[src/assert_macros.svh]
// Assertion macros shared by the RTL of the principal stress core.
`ifndef ASSERT_MACROS_SVH
`define ASSERT_MACROS_SVH

`ifndef SYNTHESIS

`define PSD_ASSERT_IMPLIES(label, clk, rst_n, ante, cons) \
    label: assert property (@(posedge clk) disable iff (!rst_n) (ante) |-> (cons)) \
        else $error("assertion failed");

`define PSD_ASSERT_NEVER(label, clk, rst_n, cond) \
    label: assert property (@(posedge clk) disable iff (!rst_n) !(cond)) \
        else $error("assertion failed");

`else

`define PSD_ASSERT_IMPLIES(label, clk, rst_n, ante, cons)

`define PSD_ASSERT_NEVER(label, clk, rst_n, cond)

`endif

`endif

[src/psd_pkg.sv]
// Types and constants shared by the principal stress core.
`timescale 1ns / 1ps

package psd_pkg;

    // Radicand (2R)^2 in LSB^2 stays below 2^66.
    localparam int RAD_W      = 66;
    localparam int SQRT_STEPS = RAD_W / 2;
    localparam int ROOT_W     = SQRT_STEPS;
    // The partial remainder never exceeds twice the partial root.
    localparam int REM_W      = ROOT_W + 1;
    // Four front-end stages, one stage per root bit and the output register.
    localparam int PREP_STAGES = 4;
    localparam int LATENCY     = PREP_STAGES + SQRT_STEPS + 1;

    localparam logic signed [33:0] SAT_MAX = 34'sh0_7FFF_FFFF;
    localparam logic signed [33:0] SAT_MIN = -34'sh0_8000_0000;

    typedef struct packed {
        logic signed [31:0] sigma_xx;
        logic signed [31:0] sigma_yy;
        logic signed [31:0] tau_xy;
        logic               last_in;
    } in_t;

    typedef struct packed {
        logic signed [31:0] sigma_major;
        logic signed [31:0] sigma_minor;
        logic               last_out;
    } out_t;

    // Data that rides alongside the square root pipeline.
    typedef struct packed {
        logic signed [32:0] sum;
        logic               last;
    } side_t;

endpackage

[src/psd_prep.sv]
// Front end: sum and difference, magnitudes, squares and the radicand.
`timescale 1ns / 1ps

module psd_prep
(
    input  logic                       clk,
    input  logic                       rst_n,
    input  logic                       in_valid,
    input  psd_pkg::in_t               in_data,
    output logic                       rad_valid,
    output logic [psd_pkg::RAD_W-1:0]  rad,
    output psd_pkg::side_t             rad_side
);

    logic                 v1_reg, v2_reg, v3_reg, v4_reg;
    psd_pkg::side_t       s1_reg, s2_reg, s3_reg, s4_reg;
    logic signed [32:0]   diff_reg;
    logic signed [31:0]   tau_reg;
    logic [31:0]          da_reg, ta_reg;
    logic [63:0]          d2_reg;
    logic [62:0]          t2_reg;
    logic [psd_pkg::RAD_W-1:0] rad_reg;

    logic signed [32:0]   diff_next;
    psd_pkg::side_t       s1_next;
    logic [32:0]          da_wide;
    logic [31:0]          da_next, ta_next;
    logic [63:0]          d2_next, t2_full;
    logic [psd_pkg::RAD_W-1:0] rad_next;

    always_comb
    begin
        s1_next.sum  = 33'(in_data.sigma_xx) + 33'(in_data.sigma_yy);
        s1_next.last = in_data.last_in;
        diff_next    = 33'(in_data.sigma_xx) - 33'(in_data.sigma_yy);
    end

    always_comb
    begin
        da_wide = diff_reg[32] ? (~diff_reg + 33'sd1) : diff_reg;
        da_next = da_wide[31:0];
        // The most negative shear still fits as an unsigned magnitude.
        ta_next = tau_reg[31] ? (~tau_reg + 32'sd1) : tau_reg;
    end

    always_comb
    begin
        d2_next = 64'(da_reg) * 64'(da_reg);
        t2_full = 64'(ta_reg) * 64'(ta_reg);
    end

    always_comb
    begin
        rad_next = {2'b00, d2_reg} + {1'b0, t2_reg, 2'b00};
    end

    always_ff @(posedge clk or negedge rst_n)
    begin
        if (!rst_n)
        begin
            v1_reg <= 1'b0;
            v2_reg <= 1'b0;
            v3_reg <= 1'b0;
            v4_reg <= 1'b0;
        end
        else
        begin
            v1_reg <= in_valid;
            v2_reg <= v1_reg;
            v3_reg <= v2_reg;
            v4_reg <= v3_reg;
        end
    end

    always_ff @(posedge clk)
    begin
        s1_reg   <= s1_next;
        diff_reg <= diff_next;
        tau_reg  <= in_data.tau_xy;
        s2_reg   <= s1_reg;
        da_reg   <= da_next;
        ta_reg   <= ta_next;
        s3_reg   <= s2_reg;
        d2_reg   <= d2_next;
        t2_reg   <= t2_full[62:0];
        s4_reg   <= s3_reg;
        rad_reg  <= rad_next;
    end

    assign rad_valid = v4_reg;
    assign rad       = rad_reg;
    assign rad_side  = s4_reg;

endmodule

[config.mk]
export PLATFORM = sky130hd
export DESIGN_NAME = psd_prep
export DESIGN_NICKNAME = d
export VERILOG_FILES = /design/src/assert_macros.svh /design/src/psd_pkg.sv /design/src/psd_prep.sv
export SDC_FILE = /design/constraint.sdc
export NUM_CORES = 2
export LEC_CHECK = 0
export ABC_AREA = 0
export BUFFER_PORTS_ARGS = -buffer_cell sky130_fd_sc_hd__buf_2
export CAP_MARGIN = 25
export CORE_MARGIN = 2
export CORE_UTILIZATION = 40
export CTS_CLUSTER_DIAMETER = 100
export CTS_CLUSTER_SIZE = 16
export DETAILED_ROUTE_END_ITERATION = 10
export SLEW_MARGIN = 25
export SYNTH_ARGS = -nofsm -noshare
export SYNTH_HDL_FRONTEND = slang
export SYNTH_SLANG_ARGS = --single-unit
export TNS_END_PERCENT = 10
[constraint.sdc]
create_clock -name clk -period 9.8 [get_ports clk]
set_input_delay 1.96 -clock clk [delete_from_list [all_inputs] [get_ports clk]]
set_output_delay 1.96 -clock clk [all_outputs]
set_load 0.01 [all_outputs]
# Yosys cells after proc, flatten, opt, wreduce, memory -nomap -nowiden

Cells that the tools add are included.

Add/subtract/negate cells: 5
Multipliers: 2
Bitwise logic cells: 2
Mux-type cells: 2

Operators by type and width:

| kind                                           | number |
|---|---|
| adder 64 x 65 -> 66 bit                        | 1 |
| adder 32 x 2 -> 32 bit (second input constant) | 2 |
| multiplier 32 x 32 -> 64 bit                   | 1 |
| inverter 32 bit                                | 2 |
| multiplier 32 x 32 -> 63 bit                   | 1 |
| adder 32 x 32 -> 33 bit                        | 1 |
| subtractor 32 x 32 -> 33 bit                   | 1 |
| 2-to-1 mux 32 bit                              | 1 |
| 2-to-1 mux 31 bit                              | 1 |

Register bits: 462
Logic and storage cells: 31
Output and inout bits: 101

# Depth between registers and ports, before layout

Word-level depth: 3
Depth in mapped cells: 31
Gate-level depth less buffers: 28

# Worst setup path after synthesis

OpenSTA, ideal clock, no wires.

Path type: reg-to-reg
From: register ta_reg[5]
To: register t2_reg[61]
Period minus slack after synthesis: 7.819 ns
Slack: 1.981 ns
Arrival time: 7.756 ns
Stages on the path, launching flop included: 30
Path buffers: 3
Path through: dfxtp_1 > clkbuf_1 > clkbuf_1 > nand2_1 > fa_1 > inv_1 > fa_1 > fa_1 > inv_1 > fa_1 > inv_1 > fa_1 > fa_1 > fa_1 > inv_1 > fa_1 > inv_1 > ha_1 > clkbuf_1 > a21o_1 > a21o_1 > a21oi_1 > nor3_1 > or4b_1 > o21ai_2 > o21ai_2 > a31oi_4 > o221ai_2 > or4_1 > nand4_1

Word-level cells in the longest chain between the ends: 1

Ends and longest elaborated chain:

| item                         | line           | text |
|---|---|---|
| start: declaration           | psd_prep.sv:19 | `logic [31:0] da_reg, ta_reg;` |
| start signal: assignment     | psd_prep.sv:82 | `ta_reg <= ta_next;` |
| multiplier 32 x 32 -> 63 bit | psd_prep.sv:49 | `t2_full = 64'(ta_reg) * 64'(ta_reg);` |
| net t2_full[61]              | psd_prep.sv:28 | `logic [63:0] d2_next, t2_full;` |
| end signal: assignment       | psd_prep.sv:85 | `t2_reg <= t2_full[62:0];` |
| end: declaration             | psd_prep.sv:21 | `logic [62:0] t2_reg;` |

The timed path passes the listed nets, and every way through them passes these cells.
A chain may end at the register's enable or synchronous reset.

# Final worst setup path

From: register da_reg[8]
To: register d2_reg[62]

Word-level cells in the longest chain between the ends: 1

Ends and longest elaborated chain:

| item                         | line           | text |
|---|---|---|
| start: declaration           | psd_prep.sv:19 |  |
| start signal: assignment     | psd_prep.sv:81 | `da_reg <= da_next;` |
| multiplier 32 x 32 -> 64 bit | psd_prep.sv:48 | `d2_next = 64'(da_reg) * 64'(da_reg);` |
| net d2_next[62]              | psd_prep.sv:28 |  |
| end signal: assignment       | psd_prep.sv:84 | `d2_reg <= d2_next;` |
| end: declaration             | psd_prep.sv:20 | `logic [63:0] d2_reg;` |

The timed path passes the listed nets, and every way through them passes these cells.

==> impl_metrics.json <==
{
  "status": "finished, final reports clean",
  "clk_latency_ns": 0.65,
  "die_h_um": 439,
  "num_rows": 159,
  "globalplace.congestion": 0.913,
  "grt.overflow.total": 0,
  "grt_first_pass_wirelength_mm": 315,
  "die_area_um2": 193000,
  "finalHoldViolCount": 0,
  "syn-num-nets": 10400,
  "ctsResizeCount": 0,
  "cts_buffers": 41,
  "avgViaCountPerCell": 4.98,
  "rsz0062_at_grt": "false",
  "finalCriticalPeriod_ns": 8.82,
  "synth_area_um2": 75700,
  "grt_pass1_vias": 57800,
  "critPathMaxFanout": 31,
  "final_nets": 10400,
  "period_share_pct": 90.0,
  "busiest_layer": "met2",
  "grtUsageMet3_pct": 2.44,
  "avgSynthCellArea_um2": 9.48,
  "synth.distinct_cells": 87,
  "hold_buffers": 0,
  "cts.clk_slew.worst_paths_ns": 0.08,
  "synth_edf_count": 0,
  "setup_tns_ns": 0,
  "drc": 0,
  "slew_headroom_pct": 27.9,
  "cp_num_buf_inv": 5,
  "synth_area_leaders": "fa_1, dfxtp_1, ha_1",
  "grt_use_met2_pct": 36.0,
  "ant_nets": 0,
  "numPortBuffers": 199,
  "synth_top_area_share_pct": 41.9,
  "ys.flop_type": "dfxtp_1",
  "final_common_cell": "inv_1",
  "antenna_found_initial": 4,
  "dp_hpwl_mm": 162,
  "cts.sinks": 455,
  "postCtsSetupBuffers": 0,
  "crit_top_cell": "fa_1",
  "area_delta_synth_final_pct": 6.44,
  "final_cell_mix": "inv_1, fa_1, ha_1",
  "cts_tree": "built",
  "root_buffer": "clkbuf_16",
  "wl_mm": 195,
  "cp_data_required_time_ns": 10.35,
  "cts.path.max_buffers": 3,
  "final_layout_size_suffix_gt1_share_pct": 5.22,
  "drv_cap": 0,
  "use_met1_pct": 26.1,
  "tightestPinTransition_ns": 1.08,
  "cpPeakStageDelay_ns": 0.95,
  "cp.arrival_ns": 9.36,
  "grt_max_degree": 37,
  "slowest_stage": "dfxtp_2",
  "drtIter0Drc": 3107,
  "ioPinCount": 201,
  "via_count": 52500,
  "cp-end-kind": "flop",
  "yosys.area.top_type": "fa_1",
  "crit_type": "reg2reg",
  "fillers": 18200,
  "ys_seq_area_share_pct": 12.1,
  "critPathTopFamily": "adder cells",
  "fp.coreArea_um2": 188000,
  "worstHoldPathType": "reg2reg",
  "die_w_um": 439,
  "largest_reg_flops": 65,
  "cp-start-kind": "flop",
  "finalSetupViolCount": 0,
  "dr.pass1.iters": 6,
  "wl_per_cell_um": 18.5,
  "syn_inst": 7984,
  "start_util_pct": 40.3,
  "grtUsageTotal_pct": 20.9,
  "ys_ff_latch": 455,
  "slew_viol_final": 0,
  "htree_levels": 2,
  "max_freq_mhz": 113,
  "skew_ns": 0.0287,
  "synth_async_sr_flop_share_pct": 0.879,
  "synth_warnings": 0
}
[synthesized netlist by cell type (all sizes together), types with 17 or more instances]
cell type	number
fa	1586
xor2	122
nor2b	33
a21o	139
a21oi	274
o21ai	162
nand3	55
a31o	28
nand4	43
a211oi	23
nor3	46
a31oi	43
nand2	630
xnor2	250
inv	2026
ha	718
o31ai	37
and2	476
dfxtp	451
and3	21
nor2	230
or3	17
clkbuf	274
nand2b	30
o21bai	52
[cells by family after synthesis]
kind of cell / synth area share (%)
mux: 0.137
buf+inv: 11.5
fa+ha+maj: 53.8
xor+xnor: 4.30
compound gates: 7.51
flops: 12.1
simple gates: 10.7
other cells: 0.00495
[worst paths after layout]
check	from	cells past startpoint	slack [ns]	end
max	da_reg[8]$_DFF_P_	26	0.98	d2_reg[62]$_DFF_P_
min	s2_reg[29]$_DFF_P_	0	0.31	s3_reg[29]$_DFF_P_
max reg2reg	da_reg[8]$_DFF_P_	26	0.98	d2_reg[62]$_DFF_P_
min reg2reg	s2_reg[29]$_DFF_P_	0	0.31	s3_reg[29]$_DFF_P_
max in group asynchronous	rst_n	1	8.58	rad_valid$_DFF_PN0_
min in group asynchronous	rst_n	1	1.10	v3_reg$_DFF_PN0_
[layer usage]
layer | wire length, µm | vias up
li1 | - | 24100
met1 | 78600 | 26800
met4 | 9990 | 0
met2 | 96600 | 1284
met3 | 9470 | 306
met5 | 0 | -
[per-stage QoR]
step                cell area [µm²]  cells  hold WS [ns]  util, %  worst slack (ns)
floorplan                     75700   7984         0.310        -              1.98
global placement              79300  10500         0.310     42.2              1.17
detailed placement            79300  10500         0.312     42.2              1.04
CTS                           80600  10500         0.314     42.9              1.05
global route                  80600  10500         0.326     42.9             0.519
finish                        80600  10500         0.315     42.9             0.982
[layout make-up]
| type | instances | area (µm²) | share of cell area, % |
|---|---|---|---|
| clock inverters | 15 | 219 | 0.272 |
| repair buffers | 270 | 1540 | 1.91 |
| multi-input cells | 5210 | 57900 | 71.8 |
| diodes | 1 | 2.50 | 0.00310 |
| clock buffers | 42 | 1030 | 1.28 |
| inverters | 2035 | 7640 | 9.48 |
| flip-flops and latches | 455 | 9160 | 11.4 |
| well taps | 2495 | 3120 | 3.87 |
Power is not shown: default switching activity piles up to over one toggle a cycle in this logic, so the estimate is an artifact.
