File: src/assert_macros.svh
// Assertion macros shared by the RTL of the principal stress core.
`ifndef ASSERT_MACROS_SVH
`define ASSERT_MACROS_SVH

`ifndef SYNTHESIS

`define PSD_ASSERT_IMPLIES(label, clk, rst_n, ante, cons) \
    label: assert property (@(posedge clk) disable iff (!rst_n) (ante) |-> (cons)) \
        else $error("assertion failed");

`define PSD_ASSERT_NEVER(label, clk, rst_n, cond) \
    label: assert property (@(posedge clk) disable iff (!rst_n) !(cond)) \
        else $error("assertion failed");

`else

`define PSD_ASSERT_IMPLIES(label, clk, rst_n, ante, cons)

`define PSD_ASSERT_NEVER(label, clk, rst_n, cond)

`endif

`endif

File: src/psd_pkg.sv
// Types and constants shared by the principal stress core.
`timescale 1ns / 1ps

package psd_pkg;

    // Radicand (2R)^2 in LSB^2 stays below 2^66.
    localparam int RAD_W      = 66;
    localparam int SQRT_STEPS = RAD_W / 2;
    localparam int ROOT_W     = SQRT_STEPS;
    // The partial remainder never exceeds twice the partial root.
    localparam int REM_W      = ROOT_W + 1;
    // Four front-end stages, one stage per root bit and the output register.
    localparam int PREP_STAGES = 4;
    localparam int LATENCY     = PREP_STAGES + SQRT_STEPS + 1;

    localparam logic signed [33:0] SAT_MAX = 34'sh0_7FFF_FFFF;
    localparam logic signed [33:0] SAT_MIN = -34'sh0_8000_0000;

    typedef struct packed {
        logic signed [31:0] sigma_xx;
        logic signed [31:0] sigma_yy;
        logic signed [31:0] tau_xy;
        logic               last_in;
    } in_t;

    typedef struct packed {
        logic signed [31:0] sigma_major;
        logic signed [31:0] sigma_minor;
        logic               last_out;
    } out_t;

    // Data that rides alongside the square root pipeline.
    typedef struct packed {
        logic signed [32:0] sum;
        logic               last;
    } side_t;

endpackage

File: src/psd_round.sv
// Output stage: average plus and minus the radius, saturated and registered.
`timescale 1ns / 1ps

module psd_round
(
    input  logic                        clk,
    input  logic                        rst_n,
    input  logic                        in_valid,
    input  logic [psd_pkg::ROOT_W-1:0]  root,
    input  psd_pkg::side_t              in_side,
    output logic                        done,
    output psd_pkg::out_t               result
);

    logic                 done_reg;
    psd_pkg::out_t        result_reg;
    psd_pkg::out_t        result_next;
    logic signed [31:0]   half_sum;
    logic [31:0]          radius;
    logic signed [33:0]   major_wide, minor_wide;

    function automatic logic signed [31:0] sat32(input logic signed [33:0] v);
        logic signed [31:0] r;
        if (v > psd_pkg::SAT_MAX)
            r = psd_pkg::SAT_MAX[31:0];
        else if (v < psd_pkg::SAT_MIN)
            r = psd_pkg::SAT_MIN[31:0];
        else
            r = v[31:0];
        return r;
    endfunction

    always_comb
    begin
        // The radius is added in whole LSBs, so flooring the half sum first
        // gives the same result as flooring after the addition.
        half_sum   = in_side.sum[32:1];
        radius     = root[psd_pkg::ROOT_W-1:1];
        major_wide = 34'(half_sum) + $signed({2'b00, radius});
        minor_wide = 34'(half_sum) - $signed({2'b00, radius});
        result_next.sigma_major = sat32(major_wide);
        result_next.sigma_minor = sat32(minor_wide);
        result_next.last_out    = in_side.last;
    end

    always_ff @(posedge clk or negedge rst_n)
    begin
        if (!rst_n)
        begin
            done_reg <= 1'b0;
        end
        else
        begin
            done_reg <= in_valid;
        end
    end

    always_ff @(posedge clk)
    begin
        result_reg <= result_next;
    end

    assign done   = done_reg;
    assign result = result_reg;

endmodule

File: config.mk
export PLATFORM = sky130hd
export DESIGN_NAME = psd_round
export DESIGN_NICKNAME = d
export VERILOG_FILES = /design/src/assert_macros.svh /design/src/psd_pkg.sv /design/src/psd_round.sv
export SDC_FILE = /design/constraint.sdc
export NUM_CORES = 1
export LEC_CHECK = 0
export BUFFER_PORTS_ARGS = -buffer_cell sky130_fd_sc_hd__buf_4
export CAP_MARGIN = 5
export CELL_PAD_IN_SITES_DETAIL_PLACEMENT = 0
export CELL_PAD_IN_SITES_GLOBAL_PLACEMENT = 1
export CORE_AREA = 2 2 96 144
export CTS_BUF_LIST = sky130_fd_sc_hd__clkbuf_8
export CTS_CLUSTER_SIZE = 14
export DETAILED_ROUTE_END_ITERATION = 6
export DIE_AREA = 0 0 98 146
export GPL_ROUTABILITY_DRIVEN = 0
export PLACE_DENSITY = 0.95
export SLEW_MARGIN = 15
export SYNTH_ARGS = -nofsm -noshare
export SYNTH_HDL_FRONTEND = slang
export SYNTH_SLANG_ARGS = --single-unit
File: constraint.sdc
create_clock -name clk -period 0.89 [get_ports clk]
set_input_delay 0.089 -clock clk [delete_from_list [all_inputs] [get_ports clk]]
set_output_delay 0.089 -clock clk [all_outputs]
set_load 0.02 [all_outputs]
== Word level (Yosys, flattened, before mapping) ==
Index checks and enable logic that the tools add are counted.

* Output and inout port bits: 66
* Input bits: 70
* Logic and storage cells: 12
* Bits in registers: 66

* Order comparisons: 4
* Mux-type cells: 2
* Add/sub/neg operators: 2

{| class="wikitable"
|+ Operators by type and width
! operator !! count
|-
| 34-bit by 32-bit > comparator with 1-bit output, second input constant || 2
|-
| 34-bit by 32-bit < comparator with 1-bit output, second input constant || 2
|-
| 32-bit 2-to-1 mux || 2
|-
| 32-bit by 33-bit adder with 34-bit output || 1
|-
| 32-bit by 33-bit subtractor with 34-bit output || 1
|}

== Longest topological paths before layout ==
Gate-level depths: netlist (run 1).

* Depth in word-level cells: 3
* Gate-level depth with buffers: 15
* Mapped depth without buffers: 14

== Worst setup path before layout (run 1) ==
OpenSTA, ideal clock, no wires.

* Path kind: input to register
* Start point: in root[1] in the netlist's numbering
* End point: reg result_reg (netlist bit result[44])
* Data required time: 0.770 ns
* Path buffers: 1
* Path slack: -1.977 ns
* Data arrival time: 2.746 ns
* Cell stages on the path: 13
* Library setup time: 0.120 ns
* Cells stage by stage: ha_1 > fa_1 > nor2b_1 > o311ai_0 > o221ai_1 > nor2_1 > o22a_1 > o22ai_1 > a221oi_1 > mux2i_1 > and3_1 > buf_2 > o21ai_1

* Cells in the longest elaborated chain, start to end: 3
* Elaborated cells between the ends (all ways): 4
* Classes of those cells: add/sub (1); order compare (2); mux (1)

{| class="wikitable"
|+ RTL lines
! element !! line !! source
|-
| from (decl) || psd_round.sv:9 || <nowiki>input logic [psd_pkg::ROOT_W-1:0] root,</nowiki>
|-
| 32-bit by 33-bit adder with 34-bit output * || psd_round.sv:39 || <nowiki>major_wide = 34'(half_sum) + $signed({2'b00, radius});</nowiki>
|-
| 34-bit by 32-bit < comparator with 1-bit output || psd_round.sv:26 || <nowiki>else if (v < psd_pkg::SAT_MIN)</nowiki>
|-
| 32-bit 2-to-1 mux || psd_round.sv:26 ||
|-
| to (signal assigned) || psd_round.sv:60 || <nowiki>result_reg <= result_next;</nowiki>
|-
| to (decl) || psd_round.sv:16 || <nowiki>psd_pkg::out_t result_reg;</nowiki>
|}

Mark *: on every way between the ends. The rest lies on a longest branch, timed or not.
A chain may end at the register's enable or synchronous reset.

== Worst setup path after layout (run 1) ==
* Start point: in in_side[2] in the netlist's numbering
* End point: reg result_reg (netlist bit result[45])

* Cells in the longest elaborated chain, start to end: 3
* Elaborated cells between the ends (all ways): 4
* Classes of those cells: add/sub (1); order compare (2); mux (1)

{| class="wikitable"
|+ RTL lines
! element !! line !! source
|-
| from (decl) || psd_round.sv:10 || <nowiki>input psd_pkg::side_t in_side,</nowiki>
|-
| 32-bit by 33-bit adder with 34-bit output * || psd_round.sv:39 ||
|-
| 34-bit by 32-bit < comparator with 1-bit output || psd_round.sv:26 ||
|-
| 32-bit 2-to-1 mux || psd_round.sv:26 ||
|}

Marked as above.

==> impl_summary.md, run 1 <==
CTS
The H-tree generated during clock tree synthesis spans 3 levels. TritonCTS built the clock tree. The number of buffers created by CTS is 9. The root buffer cell chosen for the clock tree is clkbuf_8. The clock transition time at the flip-flop clock pins of the worst setup and hold paths is 0.08 ns. The sink count of the clock tree is 66.

The number of buffers between clock root and the deepest sink is 2.

Min path
The worst hold path belongs to the class primary input to async pin.

Final layout
The total number of nets in the final design is 1215. The number of flip-flops under the largest register name is 65. The area growth from synthesis to layout is 81.2%. The final non-filler cell total is 1241. The number of diodes added for antenna fixing is 0. The end-of-flow core utilization is 0.792. The proportion of layout cells with a drive suffix above 1 is 0.587.

Setup path
The peak fanout along the critical path is 7. The path type of the worst setup path is primary input to flip-flop. On the worst path, the slowest cell contributes a delay of 0.38 ns. The cell repeated most along the worst path is buf_8. Data arrives at the worst endpoint at 3.04 ns. The critical path capture point type is a flip-flop. The critical path launch point type is a primary input. The required time reported for the critical path endpoint is about 1.1 ns. The slowest stage of the critical path belongs to the cell o311ai_4. Walking the worst path, the cells encountered are buf_8 > ha_4 > fa_2 > nor2b_4 > o311ai_4 > o221ai_2 > nor2_2 > o22a_1 > o22ai_2 > a221oi_2 > mux2i_1 > and3_4 > buf_8 > o21ai_1.

The first element of the critical path is in_side[2].

Global route
The overall global routing resource usage is 0.321. The number of antenna violations at the first check in global routing is 0. The global-route wire length before repair is 36900 um. Entering global routing, the biggest net connects 19 pins. The final global-route overflow total is 0. The via count of the first global-routing pass is 7454.

Floorplan
The number of cell rows is 51. The floorplan die height is 146 um. The die outline width is around 98 um. The starting density of the core is 0.437.

The area enclosed by the die boundary is 0.0143 sq mm. The region available for standard cell placement spans 0.0130 sq mm. The number of top-level pins is about 140.

Place
The number of placed instances, taps included, is 1177. Buffers placed on the I/O ports in this run total 133. The post-detailed-placement half-perimeter wirelength is 15100 um.

Synth
The post-synthesis cell count is 695. Synthesis instantiated 73 different standard cells from the library. For this run, the register share of the synthesized area comes to 0.234. When the netlist entered floorplanning its net count stood at 832. The number of warning messages in the yosys log is 0. The post-synthesis cell area is 0.00566 sq mm.

The synthesized design contains between 60 and 70 register bits. Counting flops with an async set or reset pin after synthesis yields a share of 0.0152. The most instantiated flip-flop cell in the synthesis netlist is dfxtp_1. A synthesized cell averages between 8 and 9 sq um. The synthesized design contains 0 enable-type register cells.

Detailed routing
The total via count after detailed routing is 7281. The via count normalized by instance count is 5.87. The initial DRC count is 535.

After detailed routing, the average wire length per cell comes to 20.3 um. The length of the first detailed-routing pass in iterations is 7. The count of antenna-violating nets left after detailed routing is 0. The count of unresolved DRC violations after routing is 10. The final wirelength is between 20000 and 30000 um.

STA
The total count of max-transition violations in the final report is 0. The aggregate negative setup slack is -116.76 ns. The count of final hold-check violations came to 0. Setup violations remaining at the end of the flow were counted as 127. On the final layout, the worst hold slack is 0.0387 ns. Counting I/O delays and the setup requirement, the final critical path takes 2.80 ns. In this run the tightest slew margin relative to its limit is 0.580.

Derived from the worst setup path, the maximum achievable clock frequency is ~360 MHz. The final period utilization is 3.15. In the post-route analysis, the smallest setup slack over all paths is -1.91 ns. For the pin with the worst max-slew slack, the measured transition is 0.625 ns.

Setup repair after global routing could not meet its margin everywhere.

Power and ir drop
The analysis attributes to cell leakage a power of between 0.004 and 0.005 uW. The overall power of the completed layout is 17200 uW. In this run the power density over the cells is 1670 mW/mm^2. The maximum vdd ir drop is 0.000854 V.

Outcome
The flow ran to the end, but the final reports show violations. The checks that failed: design-rule violations, negative setup slack.

Run
The tool flagged a number of max-cap violations equal to 0.
==> through the flow <==
step	cell area [sq um]	worst slack, ns
2_1_floorplan	5900	-1.73
3_3_place_gp	8630	-2.19
3_5_place_dp	8630	-2.25
4_1_cts	9990	-1.74
5_1_grt	10300	-1.89
6_report	10300	-1.91
==> layout make-up <==
| cell class | instances | area, sq um |
|---|---|---|
| Multi-Input combinational cell | 527 | 4550 |
| Sequential cell | 66 | 1410 |
| Clock inverter | 5 | 72.6 |
| Inverter | 65 | 273 |
| Fill cell | 742 | 2700 |
| Timing Repair Buffer | 409 | 3620 |
| Tap cell | 159 | 199 |
| Clock buffer | 10 | 138 |
==> logic make-up after synthesis <==
| kind of cell | after synthesis | synth area share |
|---|---|---|
| adder cells (fa/ha/maj) | 67 | 0.151 |
| XOR/XNOR | 58 | 0.0924 |
| AO/OA/AOI/OAI | 237 | 0.294 |
| flip-flops | 66 | 0.234 |
| multiplexers | 4 | 0.00708 |
| AND/OR/NAND/NOR | 161 | 0.141 |
| buffers and inverters | 102 | 0.0807 |
==> worst max path at each step <==
stage	cells after the start	endpoint	slack, ns
floorplan	14	result[16]$_SDFF_PN1_	-1.73
global placement	15	result[31]$_SDFF_PN1_	-2.19
detailed placement	15	result[31]$_SDFF_PN1_	-2.25
CTS	15	result[46]$_SDFF_PN1_	-1.74
global route	14	result[45]$_SDFF_PN1_	-1.89
finish	14	result[45]$_SDFF_PN1_	-1.91
==> synthesized netlist by cell type (15+ instances only) <==
master,n,area (sq um)
o21ai_1,29,145
xnor2_1,51,447
inv_1,62,233
nand3_1,15,75.1
nand2_1,25,93.8
nor2_1,52,195
o21ai_0,17,85.1
o21ai_2,31,272
dfxtp_1,65,1300
ha_1,65,813
a21oi_1,67,335
nor3_1,22,110
==> per-layer routing <==
| layer | share of wire | wire, um | vias to the layer above | GRT usage |
|---|---|---|---|---|
| met4 | 0.075 | 1870 | 0 | 0.208 |
| met2 | 0.54 | 13600 | 449 | 0.617 |
| met1 | 0.33 | 8230 | 3445 | 0.307 |
| met3 | 0.058 | 1450 | 171 | 0.0504 |
| met5 | 0 | 0 | - | 0 |
| li1 | - | - | 3216 | - |
==> report_power, final <==
group / internal (uW) / switching (uW) / total (uW)
registers: 3880 / 464 / 4340
logic: 4930 / 4900 / 9830
clock network: 1620 / 1370 / 2990
==> critical path: cells and delay by family <==
| kind | cells | cell delay, ns |
|---|---|---|
| AO/OA/AOI/OAI | 6 | 1.30 |
| adder cells (fa/ha/maj) | 2 | 0.52 |
| buffers and inverters | 2 | 0.28 |
| multiplexers | 1 | 0.22 |
| AND/OR/NAND/NOR | 3 | 0.62 |
==> timing repair <==
action                                  in CTS  in global routing
endpoints found under the hold margin        4                  0
pin swaps                                   29                 26
endpoints found under the setup margin     128                130
gates resized for setup                    202                 81
buffers inserted                            33                 16
hold buffers                                 4                  0
gates cloned                                 6                  1
==> layout by cell type, fill, tap and decap left out, types with 4 or more instances in the layout <==
master,synthesis,layout
a21o_1,11,11
a21oi_1,67,61
a21oi_2,0,4
a31oi_1,9,6
and3_1,6,5
buf_12,0,6
buf_4,5,298
buf_6,5,87
buf_8,0,11
clkbuf_8,0,10
dfxtp_2,0,63
dlygate4sd3_1,0,4
ha_1,65,44
ha_4,0,20
inv_1,62,51
inv_2,2,8
inv_4,0,6
nand2_1,25,24
nand2b_1,10,10
nand3_1,15,15
nor2_1,52,47
nor2_2,0,4
nor2b_1,8,4
nor3_1,22,20
nor3_2,2,4
nor4_1,4,4
o211ai_1,6,6
o21a_1,6,6
o21ai_0,17,16
o21ai_2,31,54
o21ai_4,0,5
o21bai_1,14,13
o31ai_1,9,8
xnor2_1,51,50
xor2_1,5,5
(Power assumes the default switching activity.)
==> run 2, diff against run 1 <==
Settings changed: SKIP_LAST_GASP set to 1.
==> run 2 against run 1 <==
Compared with the run above: the run ends with negative setup slack left; final cell count is essentially flat; die area stayed put; worst setup slack worse by 0.11 ns; non-clock buffer count grew 1; clock power is 1% lower; final area fell by 0.91%; via count up 1.1%; flip-flop and latch count is the same; combinational power fell by 0.9%; hold slack improved by 0.0025 ns; core utilization decreased by 0.72 points.
==> impl_summary.md, run 2 (same netlist as run 1, synthesis figures left out) <==
STA
Setup repair after global routing could not meet its margin everywhere. For the pin with the worst max-slew slack, the measured transition is 0.577 ns. The final critical delay including setup and external delays is 2.91 ns. The final hold slack is 0.0412 ns.

The count of endpoints failing setup in the final report is 121. The aggregate negative setup slack is -123.41 ns. The relative max-transition margin is 0.612. The final worst-path setup slack is -2.02 ns. The total count of max-transition violations in the final report is 0. In the finished design, the share of the clock period the worst path needs comes to 3.27.

The count of final hold-check violations is 0. The top achievable clock speed is around 340 MHz.

Final layout
The register with the most flip-flops in the layout has 65 of them. The total number of nets in the final design is 1216. The number of diodes added for antenna fixing is 0. The library cells used most frequently in the layout, excluding fill and tap cells, are buf_4, buf_6, dfxtp_2.

The proportion of layout cells with a drive suffix above 1 is 0.577. For this run, the share of the core covered by cells in the final layout is 0.784. The most common cell after layout, fill and taps aside is buf_4. The count of fill cells added during filler insertion is between 700 and 800. The area growth from synthesis to layout is 79.6%.

Outcome
The run finished, with violations left. The checks that failed: negative setup slack.

Min path
The worst hold-check path type is primary input to async pin.

Setup path
Following the worst setup path forward leads to its endpoint at result[31]$_SDFF_PN1_. The data arrival at the endpoint of the critical path is about 3.2 ns. Traced cell by cell, the critical path runs through buf_4 > inv_2 > ha_4 > buf_4 > o21ai_0 > nand2b_1 > a21oi_1 > a2111oi_4 > o21ai_2 > o41ai_4 > a311o_2 > o211ai_4 > o21a_4 > buf_6 > buf_6 > o21ai_2. The critical path launch point type is a primary input. The critical path starts at root[11]. The number of cells on the critical path is 16. The path type of the worst setup path is primary input to flip-flop. In this design, the stage delay of the slowest critical-path cell is 0.46 ns. The number of buffer and inverter instances along the worst setup path is 5. The required time reported for the critical path endpoint is 1.16 ns. The peak fanout along the critical path is 8.

The cell class contributing the biggest share of worst-path delay is compound AO/OA/AOI/OAI gates. The slowest stage of the critical path belongs to the cell a311o_2. The critical path capture point type is a flip-flop.

Power and ir drop
The power per standard cell area is roughly 1700 mW/mm^2. Across the VDD grid, the largest voltage drop is 0.000727 V. The overall power of the completed layout is 17000 uW.

The cell-internal power is ~10000 uW. The portion of total power attributed to combinational logic is 0.572. The net switching fraction of the power is 0.390. The share of total power dissipated in sequential elements is 0.255. The standby leakage power is 0.00476 uW. The power spent charging and discharging nets is about 6600 uW.

The clock power share is 0.173.

CTS
The number of levels in the clock H-tree is 3. The clock root buffer master is clkbuf_8. After clock tree synthesis, the clock-pin slew on the worst setup and hold paths is 0.08 ns. The sink count of the clock tree is 66. In this run, CTS created clock tree buffers numbering 9. TritonCTS built the clock tree. The number of buffers between clock root and the deepest sink is 2.

Global route
The final global-route overflow total is 0. The number of antenna violations at the first check in global routing is 0. The via count of the first global-routing pass came to 7499. The overall global routing resource usage is 0.323. The largest net degree at the start of global routing is 19. The first global-routing pass estimated between 30000 and 40000 um of wire.

Floorplan
In this run the core area contains approximately 50 standard-cell rows. The floorplan die height is between 100 and 150 um. The area enclosed by the die boundary is 0.0143 sq mm. Measured along the x axis, the die boundary spans 98 um.

In this run the standard cell core region covers 0.0130 sq mm. For this configuration, the core starts out at a cell density of 0.437. The number of top-level pins is 136.

Detailed routing
The final wirelength is 26000 um. The total via count after detailed routing is 7362. The via count normalized by instance count is a little under 6. The count of unresolved DRC violations after routing is 0. The count of antenna-violating nets left after detailed routing is 0. The length of the first detailed-routing pass in iterations is 5. The initial DRC count is 616. After detailed routing, the average wire length per cell comes to around 21 um.

Place
The number of port buffers is 133. The post-detailed-placement half-perimeter wirelength is 15100 um. Before CTS, the worst setup slack after placement is -2.25 ns.

Run
The count of maximum capacitance violations is 0.
## run 2: worst min path at each step
stage / slack (ns) / endpoint / cells past startpoint
CTS: 0.03 / done$_DFF_PN0_ / 2
detailed placement: -0.14 / done$_DFF_PN0_ / 1
global route: 0.05 / done$_DFF_PN0_ / 2
global placement: -0.14 / done$_DFF_PN0_ / 1
finish: 0.04 / done$_DFF_PN0_ / 2
floorplan: -0.21 / done$_DFF_PN0_ / 0
## run 2: final cells by class
class | count | area, sq um | area share
clock inverter | 5 | 72.6 | 0.00714
multi-input combinational | 527 | 4460 | 0.439
sequential | 66 | 1410 | 0.138
timing repair buffer | 410 | 3610 | 0.356
inverter | 65 | 268 | 0.0264
tap | 159 | 199 | 0.0196
clock buffer | 10 | 138 | 0.0135
## run 2: routing by layer
layer	track usage	share of wire	vias to the layer above
met5	0	0	-
met1	0.307	0.32	3428
met3	0.0548	0.070	204
met2	0.621	0.52	511
met4	0.207	0.087	0
li1	-	-	3219
## run 2: metrics by stage
step / std cells / area [sq um]
global placement: 1177 / 8630
finish: 1242 / 10200
floorplan: 695 / 5900
detailed placement: 1177 / 8630
global route: 1242 / 10200
CTS: 1235 / 9980
## run 2: what timing repair did
action                                  CTS  global route
hold buffers                              4             0
cloned                                    6             1
gates resized for setup                 197            58
hold endpoints to repair                  4             0
pin swaps                                28            18
buffers inserted                         33            15
endpoints found under the setup margin  128           130
## run 2: power groups by stage
stage / clock [uW] / sequential (uW) / combinational, uW
floorplan: 0 / 4950 / 3330
global placement: 0 / 4040 / 7590
detailed placement: 0 / 4040 / 7720
CTS: 2860 / 4250 / 9070
global route: 3000 / 4380 / 10100
finish: 2950 / 4340 / 9740
==> run 3, diff against run 2 <==
Settings changed: ABC_AREA set to 1, CORE_AREA 2 2 96 144 to 2 2 115 173, DIE_AREA 0 0 98 146 to 0 0 117 175, PLACE_DENSITY 0.95 to 0.9.
Clock period 0.89 ns to 2.65 ns, I/O delays scaled along.
==> run 3 against run 2 <==
Compared with the run above: the run now ends clean; critical path depth shrank 4; critical path type unchanged; sequential share of layout area up 2.0 points; largest power group unchanged; first-iteration DRC count fell by 27%; routed wire length decreased by 17%; worst setup slack improved by 2.4 ns; total power fell by 73%; via count shrank 5.7%; final area shrank 18%; critical endpoint is now result[30]$_SDFF_PN1_; non-clock buffer count decreased by 238; flip-flop and latch count unchanged; count of clock-buffer cells in the layout decreased by 1; global-route usage shrank 11 points.
==> impl_summary.md, run 3 <==
Outcome
The run finished with clean final reports.

Synth
The most numerous cell in the Yosys netlist is nand2_1. The number of warning messages in the yosys log is 0. The cell count after synthesis came out at 1094.

The commonest cells after synthesis are nand2_1, inv_1, nor2_1, dfxtp_1, ha_1. The cell accounting for the most synthesized area is nand2_1. The most instantiated flip-flop cell in the synthesis netlist is dfxtp_1. When the netlist entered floorplanning its net count stood at 1231.

The share of synthesized area in the top cell type comes to 0.208. The synthesis-stage register bit count is between 60 and 70. Dividing the synthesized area by the synthesized cell count gives between 6 and 7 sq um.

Of the synthesized area, sequential elements account for 0.196. The number of synthesized flops with an enable pin is 0. Yosys attributes the largest share of cell area to nand2_1, dfxtp_1, ha_1. The fraction of registers with async set/reset is 0.0152. The number of unique standard cell types used by synthesis is 36. The post-synthesis cell area is 0.00677 sq mm.

Final layout
Of the cells placed in the final design, the portion with a size suffix greater than 1 is 0.238. The most common cell after layout, fill and taps aside is nand2_1. The number of flip-flops under the largest register name is 65.

The number of diodes added for antenna fixing is 0. The total number of nets in the final design is 1378. The area growth from synthesis to layout is 23.7%. In the layout the commonest cells are nand2_1, buf_4, inv_1. The finished layout holds 1502 standard cells, fillers aside. After filler insertion, the fill cell instance count of the layout stands at 2034. The final instance area is 0.00838 sq mm.

CTS
The number of buffers created by CTS is 9. The clock drives 66 sinks. After clock tree synthesis, the repair step resized 0 gates. The clock root buffer master is clkbuf_8. The number of buffers between clock root and the deepest sink is 2. The clock transition time at the flip-flop clock pins of the worst setup and hold paths is roughly 0.090 ns. The clock tree synthesis step divided the H-tree into 3 levels.

TritonCTS built the clock tree.

Place
Detailed placement ended at an HPWL of 18400 um. The number of port buffers is 133. The pre-CTS setup slack is 0.114 ns. The total instance count after detailed placement is roughly 1500. After detailed placement, the total cell area comes to about 0.0081 sq mm.

STA
Static timing analysis puts the maximum clock frequency at 448 MHz. The relative max-transition margin is 0.547. The final worst-path setup slack is approximately 0.42 ns. The count of endpoints failing setup in the final report is 0.

The total count of max-transition violations in the final report is 0. The final critical delay including setup and external delays is about 2.2 ns. In the final timing run, aggregate negative setup slack is 0 ns. The final period utilization is 0.843.

The count of final hold-check violations is 0. The actual transition at the worst max-transition pin is 0.672 ns. Setup repair after global routing left no endpoint under its margin.

Min path
The worst hold-check path type is primary input to flip-flop.

Global route
The via count of the first global-routing pass is 6837. The final global-route overflow total is 0. The number of antenna violations at the first check in global routing is 0. The first global-routing pass estimated 33100 um of wire. For this run, the total global-route usage over all layers was measured as 0.211. Entering global routing, the biggest net connects 32 pins.

Setup path
The setup path with the least slack is of type primary input to flip-flop. The first element of the critical path is root[12]. The worst setup path is captured at a flip-flop. The required time reported for the critical path endpoint is 2.91 ns. Following the worst setup path forward leads to its endpoint at result[30]$_SDFF_PN1_. The data arrival at the endpoint of the critical path is 2.50 ns. The peak fanout along the critical path is 9. The worst setup path is launched from a primary input.

Floorplan
Pin placement for this block handled about 140 I/O pins. The region available for standard cell placement spans 0.0190 sq mm. The starting density of the core is 0.356. The die outline width is 117 um.

The floorplan die height is 175 um. After floorplanning, the core was divided into 62 placement rows. The area enclosed by the die boundary is 0.0205 sq mm.

Detailed routing
The length of the first detailed-routing pass in iterations is 6. Detailed routing inserted a total of 6941 vias. The via count normalized by instance count is approximately 4.6.

The initial DRC count is 450. The final wirelength is 21500 um. The post-detailed-route wirelength per cell is 14.3 um. The count of antenna-violating nets left after detailed routing is 0. The count of unresolved DRC violations after routing is 0.

Power and ir drop
The overall power of the completed layout is 4580 uW. The worst-case IR drop observed on VDD is ~0.00021 V. The standby leakage power is 0.00475 uW. The power per standard cell area is approximately 550 mW/mm^2.

Run
Max-cap violations in this run came to 0.
run 3: cell types whose count changed in the layout (fill, tap and decap cells not counted), moves of 51 or more:
cell     before  now
buf_6        90    0
dfxtp_1       1   65
nand2_1      25  375
inv_1        49  157
buf_4       301  164
dfxtp_2      64    0
nand2_2       0   51
run 3: cell type report:
type | count | area, sq um | area share
Multi-Input combinational cell | 812 | 4450 | 0.531
Tap cell | 256 | 320 | 0.0382
Timing Repair Buffer | 172 | 1380 | 0.165
Inverter | 180 | 676 | 0.0806
Sequential cell | 66 | 1330 | 0.158
Clock inverter | 7 | 101 | 0.0121
Clock buffer | 9 | 124 | 0.0148
run 3: repair_timing:
item                                    CTS  global route
hold buffers                              1             0
endpoints found under the setup margin    0             0
hold endpoints to repair                  1             0
setup buffers                             0             0
run 3: metal layers:
| layer | wire [um] | share of wire | track usage | up-vias |
|---|---|---|---|---|
| li1 | - | - | - | 3624 |
| met1 | 7430 | 0.35 | 0.198 | 3061 |
| met2 | 11900 | 0.55 | 0.420 | 188 |
| met3 | 718 | 0.033 | 0.0163 | 68 |
| met4 | 1480 | 0.069 | 0.132 | 0 |
| met5 | 0 | 0 | 0 | - |
run 3: through the flow:
| stage | utilization | hold WS, ns |
|---|---|---|
| 6_report | 0.441 | 0.0147 |
| 5_1_grt | 0.441 | 0.00586 |
| 4_1_cts | 0.441 | 0.00474 |
| 3_5_place_dp | 0.428 | 0.0430 |
| 3_3_place_gp | 0.428 | 0.0409 |
| 2_1_floorplan | - | -0.0306 |
run 3: cells by family (layout without fill, tap and decap cells):
group | Yosys count | in the layout | share of synthesized area
compound gates | 105 | 105 | 0.0891
flops | 66 | 66 | 0.196
buf+inv | 216 | 368 | 0.147
fa+ha+maj | 67 | 67 | 0.126
xor+xnor | 44 | 44 | 0.0569
simple gates | 596 | 596 | 0.385
run 3: critical path, stage by stage:
cell and delay (ns):
buf_4 0.10, inv_1 0.04, ha_1 0.50, nand2_1 0.19
nor2_1 0.24, nand2_1 0.07, o21ai_0 0.53, nand3_1 0.19
nand3_1 0.11, nand2_1 0.12, nand2_1 0.09, nand2_1 0.04
run 3: how the worst min path moves through the flow:
stage | from | end | slack [ns] | cells after the start
floorplan | rst_n | done$_DFF_PN0_ | -0.03 | 0
global placement | rst_n | done$_DFF_PN0_ | 0.04 | 1
detailed placement | rst_n | done$_DFF_PN0_ | 0.04 | 1
CTS | in_side[0] | result[0]$_DFF_P_ | 0.005 | 1
global route | in_valid | done$_DFF_PN0_ | 0.006 | 1
finish | in_side[0] | result[0]$_DFF_P_ | 0.01 | 1
run 3: report_power, final:
group	internal, uW	switching, uW	total (uW)
clock network	540	464	1000
logic	891	1400	2290
registers	1220	68.0	1290
